[config.mk]
export PLATFORM = sky130hd
export DESIGN_NAME = btpc_div
export DESIGN_NICKNAME = d
export VERILOG_FILES = /design/src/hw/rtl/btpc_div.sv
export SDC_FILE = /design/constraint.sdc
export NUM_CORES = 2
export LEC_CHECK = 0
export ABC_AREA = 1
export BUFFER_PORTS_ARGS = -buffer_cell sky130_fd_sc_hd__buf_2
export CAP_MARGIN = 20
export CORE_MARGIN = 5
export CORE_UTILIZATION = 40
export CTS_CLUSTER_DIAMETER = 30
export DETAILED_ROUTE_END_ITERATION = 12
export PLACE_DENSITY_LB_ADDON = 0.05
export SETUP_SLACK_MARGIN = 0.2
export SLEW_MARGIN = 20
export SYNTH_ARGS = -nofsm -noshare
export SYNTH_HDL_FRONTEND = slang
export SYNTH_SLANG_ARGS = --single-unit
[constraint.sdc]
create_clock -name clk -period 2.7 [get_ports clk]
set_input_delay 0.54 -clock clk [delete_from_list [all_inputs] [get_ports clk]]
set_output_delay 0.54 -clock clk [all_outputs]
set_load 0.1 [all_outputs]
[src/hw/rtl/btpc_div.sv]
// ----------------------------------------------------------------------------
// btpc_div
// Pipelined unsigned restoring divider, one quotient bit per stage.
// ----------------------------------------------------------------------------
`default_nettype none

module btpc_div #(
	parameter int NW = 27,
	parameter int DW = 18,
	parameter int SW = 8
) (
	input  wire logic          clk,
	input  wire logic          arst_n,
	input  wire logic          en,
	input  wire logic          in_valid,
	input  wire logic [NW-1:0] num,
	input  wire logic [DW-1:0] den,
	input  wire logic [SW-1:0] side_in,
	output logic               out_valid,
	output logic [NW-1:0]      quot,
	output logic [SW-1:0]      side_out
);

	logic          v_s   [NW];
	logic [DW-1:0] rem_s [NW-1];
	logic [NW-1:0] nq_s  [NW];
	logic [DW-1:0] d_s   [NW];
	logic [SW-1:0] sd_s  [NW];

	for (genvar k = 0; k < NW; k++) begin : g_step
		logic [DW-1:0] rem_in;
		logic [NW-1:0] nq_in;
		logic [DW-1:0] d_in;
		logic [SW-1:0] sd_in;
		logic          v_in;
		logic [DW:0]   trial;
		logic          ge;

		if (k == 0) begin : g_first
			assign rem_in = '0;
			assign nq_in  = num;
			assign d_in   = den;
			assign sd_in  = side_in;
			assign v_in   = in_valid;
		end else begin : g_next
			assign rem_in = rem_s[k-1];
			assign nq_in  = nq_s[k-1];
			assign d_in   = d_s[k-1];
			assign sd_in  = sd_s[k-1];
			assign v_in   = v_s[k-1];
		end

		assign trial = {rem_in, nq_in[NW-1]};
		assign ge    = trial >= {1'b0, d_in};

		always_ff @(posedge clk or negedge arst_n) begin
			if (!arst_n) begin
				v_s[k] <= 1'b0;
			end else if (en) begin
				v_s[k] <= v_in;
			end
		end

		always_ff @(posedge clk) begin
			if (en) begin
				nq_s[k] <= {nq_in[NW-2:0], ge};
				d_s[k]  <= d_in;
				sd_s[k] <= sd_in;
			end
		end

		if (k < NW - 1) begin : g_rem
			logic [DW:0] diff;
			assign diff = trial - {1'b0, d_in};
			always_ff @(posedge clk) begin
				if (en) begin
					rem_s[k] <= ge ? diff[DW-1:0] : trial[DW-1:0];
				end
			end
		end
	end

	assign out_valid = v_s[NW-1];
	assign quot      = nq_s[NW-1];
	assign side_out  = sd_s[NW-1];

endmodule

`default_nettype wire

== After elaboration in Yosys (flattened, before gate mapping) ==
Memories as Yosys holds them, arrays and structs flattened.
Cells that the tools add are included.
Operators by class
  add/sub/neg operators: 26
  $lt $le $gt $ge: 27
  muxes and demuxes: 28
Operators by type and width (number)
  >= comparator 19 x 18 -> 1 bit: 26
  two-way mux 18 bit: 26
  subtractor 18 bit: 25
  >= comparator 1 x 18 -> 1 bit: 1
  subtractor 1 x 18 -> 18 bit: 1
  two-way mux 1 bit: 2
Storage, ports and cells
  memories kept: 4
  bits of input ports: 57
  output and inout bits: 36
  word-level logic and storage cells: 112
  register bits: 27
  memory bits (writable): 1899
Memory list
  nq_s: words 27, bits a word 27, read ports 27, clocked after memory_dff 0, wr ports 27, RTL line 26  | logic [NW-1:0] nq_s [NW];
  d_s: words 27, bits a word 18, read ports 26, clocked after memory_dff 0, wr ports 27, RTL line 27  | logic [DW-1:0] d_s [NW];
  rem_s: words 26, bits a word 18, read ports 26, clocked after memory_dff 0, wr ports 26, RTL line 25  | logic [DW-1:0] rem_s [NW-1];
  sd_s: words 27, bits a word 8, read ports 27, clocked after memory_dff 0, wr ports 27, RTL line 28  | logic [SW-1:0] sd_s [NW];

== Logic depth before layout (Yosys ltp) ==
An unclocked memory read counts as a cell.
  depth in word-level cells: 3
  depth in mapped cells: 14

== Least setup slack after synthesis ==
No wires, ideal clock.
  path type: input to register
  from: in num[26]
  to: mem rem_s[0][0] (data pin)
  setup slack: 0.718 ns
  library setup time: 0.267 ns
  path buffers: 2
  stages on the path: 11
  arrival: 1.714 ns
  cells stage by stage: inv_1 > ha_1 > inv_1 > ha_1 > buf_1 > nand2_1 > nand2_1 > nand3_1 > clkbuf_1 > nand2_1 > o21ai_0
RTL lines
  from (decl): RTL line 16  | input wire logic [NW-1:0] num,
  to (decl): RTL line 25

==> impl_metrics.py <==
metrics = {
    "status": {
        "status": "complete, no violations",
    },
    "floorplan": {
        "die_w_um": 496,
        "start_util_pct": 40.2,
        "die-area_sq_um": 246000,
        "rows": 178,
        "chipHeight_um": 496,
        "core_area_sq_um": 235000,
        "io_pins": 93,
    },
    "detailed_routing": {
        "drt_pass1_iterations": 6,
        "viasPerCell": 4.76,
        "final_antenna_net_count": 0,
        "drcViolationCount": 0,
        "wire_per_inst_um": 17.2,
        "vias": 64200,
        "routed_wl_mm": 233,
        "drt_iter0_drc": 4250,
    },
    "yosys": {
        "ys_top_cells_by_area": "edfxtp_1 (60%), nand2_1 (11%), ha_1 (6.2%)",
        "synth_area_sq_um": 94600,
        "synthFlopType": "edfxtp_1",
        "syn_inst": 9308,
        "yosys-top-cells-count": "nand2_1 (2844), edfxtp_1 (1881), inv_1 (1345)",
        "synth-seq-area-share_pct": 60.4,
        "yosysWarningCount": 0,
        "synth_top_cell_area_share_pct": 59.7,
        "synth.most_common_cell": "nand2_1",
        "ys_types": 43,
        "synth-seq-cells": 1908,
        "synth_area_per_cell_sq_um": 10.2,
        "synthArstFlopShare_pct": 1.42,
        "synth_edf_count": 1881,
        "synth_largest_area_cell": "edfxtp_1",
        "synth_nets": 9860,
    },
    "pwr": {
        "power.total_mw": 140,
        "power.leakage_nw": 51.0,
        "powerDensity_nw_per_um2": 1210,
        "peakVddDrop_uv": 726,
    },
    "min_path": {
        "hold_class": "in2reg",
        "min_to": "rem_s[1][65]$_DFFE_PP_",
        "hold_start": "en",
        "hold_depth": 1,
    },
    "timing": {
        "clock_skew_ps": 93.2,
        "slew_headroom_pct": 58.6,
        "worstMarginPinSlew_ps": 621,
        "rsz0062_at_grt": "yes",
        "final.setup.tns_ps": 0,
        "hold_violations": 0,
        "max_freq_mhz": 419,
        "finalSetupViolCount": 0,
        "finalCritPeriodShare_pct": 88.3,
        "layout_setup_ws_ps": 315,
        "slew_viol_final": 0,
        "whs_ps": 119,
        "finalCriticalPeriod_ps": 2380,
    },
    "setup_path": {
        "cp-end-kind": "flip-flop",
        "crit_type": "reg2reg",
        "start_kind": "flip-flop",
        "rrSetupSlack_ps": 320,
        "r2r_start": "rem_s[0][55]$_DFFE_PP_",
        "critPathRequiredTime_ps": 3310,
        "r2r-end": "rem_s[1][16]$_DFFE_PP_",
        "arrival_ps": 3000,
        "path_max_fanout": 17,
        "r2r_cells": 10,
    },
    "clocking": {
        "cts_buffer_depth": 4,
        "clock_latency_ps": 980,
        "clk_pin_slew_worst_paths_ps": 50,
        "cts_made_buffers": 428,
        "h-tree-depth": 5,
        "cts_tree": "built",
        "cts_sinks": 1908,
        "cts_root_buffer": "clkbuf_16",
    },
    "placement": {
        "io_buffers": 92,
        "hpwl_mm": 175,
        "gp_congestion": 0.856,
        "post-place-ws_ps": 123,
    },
    "finish": {
        "post-route-util_pct": 49.0,
        "nNetsFinal": 10500,
        "drive_gt1_share_pct": 12.2,
        "synthToLayoutAreaGrowth_pct": 21.9,
    },
    "grt": {
        "grt_max_degree": 98,
        "grt_pass1_vias": 64600,
        "grt_pass1_wl_mm": 363,
        "antenna_found_initial": 2,
        "grt_overflow": 0,
        "track_usage_pct": 18.7,
    },
    "run": {
        "drv_cap": 0,
    },
}
-- stage by stage --
stage / instances / cell area, sq um
4_1_cts: 13500 / 115000
5_1_grt: 13500 / 115000
6_report: 13500 / 115000
3_3_place_gp: 12600 / 100000
2_1_floorplan: 9308 / 94600
3_5_place_dp: 12600 / 100000
-- critical path, cell delays in order (launching register included) --
cell and delay, ps:
edfxtp_1 410, ha_1 470, nand2_1 110, nor2_2 160
nor2_2 90, o21ai_2 210, nand2_1 140, nand2_2 110
nand2_4 150, nand3_1 110, nand2_1 100
-- kinds of logic after synthesis --
kind of cell	Yosys count	share of synthesized area, %
muxes	1	0.0119
AOI/OAI and AO/OA	461	2.95
DFF	1908	60.4
and+or+nand+nor	4786	21.8
buffers and inverters	1457	6.18
adders and majority gates	495	6.74
xor gates and xnor gates	200	1.85
-- worst max path at each step --
stage,from,end,slack (ps),cells after the start
2_1_floorplan,num[26],rem_s[0][0]$_DFFE_PP_,720,11
3_3_place_gp,rem_s[5][59]$_DFFE_PP_,rem_s[6][14]$_DFFE_PP_,-150,8
3_5_place_dp,d_s[4][2]$_DFFE_PP_,rem_s[1][28]$_DFFE_PP_,120,11
4_1_cts,d_s[4][2]$_DFFE_PP_,rem_s[1][28]$_DFFE_PP_,220,11
5_1_grt,d_s[4][2]$_DFFE_PP_,rem_s[1][29]$_DFFE_PP_,180,11
6_report,rem_s[0][55]$_DFFE_PP_,rem_s[1][16]$_DFFE_PP_,320,10
-- final cells by class --
cell class	instances	area [sq um]
diodes	1	2.50
clock buffers	474	10900
clock inverters	305	3610
fillers	21700	120000
inverters	1365	5120
multi-input cells	5943	31700
flip-flops and latches	1908	57200
well taps	3150	3940
repair buffers	342	2900
-- cell usage in the layout, fill, tap and decap left out, drive strengths merged, types with 2 or more instances in the layout --
cell and n:
buf 287, and2 21, dlygate4sd3 55, o21bai 25, a31oi 2, nand2 2919, edfxtp 1881, o21a 2
nand3 740, nor3 99, nor4 10, clkinv 175, inv 1377, a41oi 6, nor2 681, clkinvlp 50
bufinv 68, xor2 189, a21oi 273, o21ai 152, xnor2 11, or2 47, fa 25, nand4 67
dfrtp 27, nand3b 202, ha 470, clkbuf 474
-- flip-flops by register name, summed over array words and instances (netlist names) --
register and cells:
nq_s 729, d_s 468, rem_s 468, sd_s 216, g_step.v_in 26, out_valid 1
-- per-layer routing --
metal	vias up	track usage, %	part of all wire, %
met5	-	0	0
li1	32500	-	-
met2	1226	30.7	47
met4	0	6.10	3.0
met3	435	2.77	3.7
met1	30100	25.6	47
-- timing repair --
item / CTS / global route
buffers inserted: 0 / 11
resized for setup: 3 / 22
pin swaps: 0 / 3
hold buffers: 55 / 0
endpoints found under the setup margin: 9 / 119
endpoints found under the hold margin: 83 / 0
-- power breakdown --
part | total (mW) | internal [mW] | switching (mW)
Combinational | 44.8 | 15.6 | 29.2
Clock | 51.4 | 35.4 | 16.0
Sequential | 43.6 | 40.1 | 3.54
Total | 140 | 91.1 | 48.7
Power figures use the tool's default switching activity.
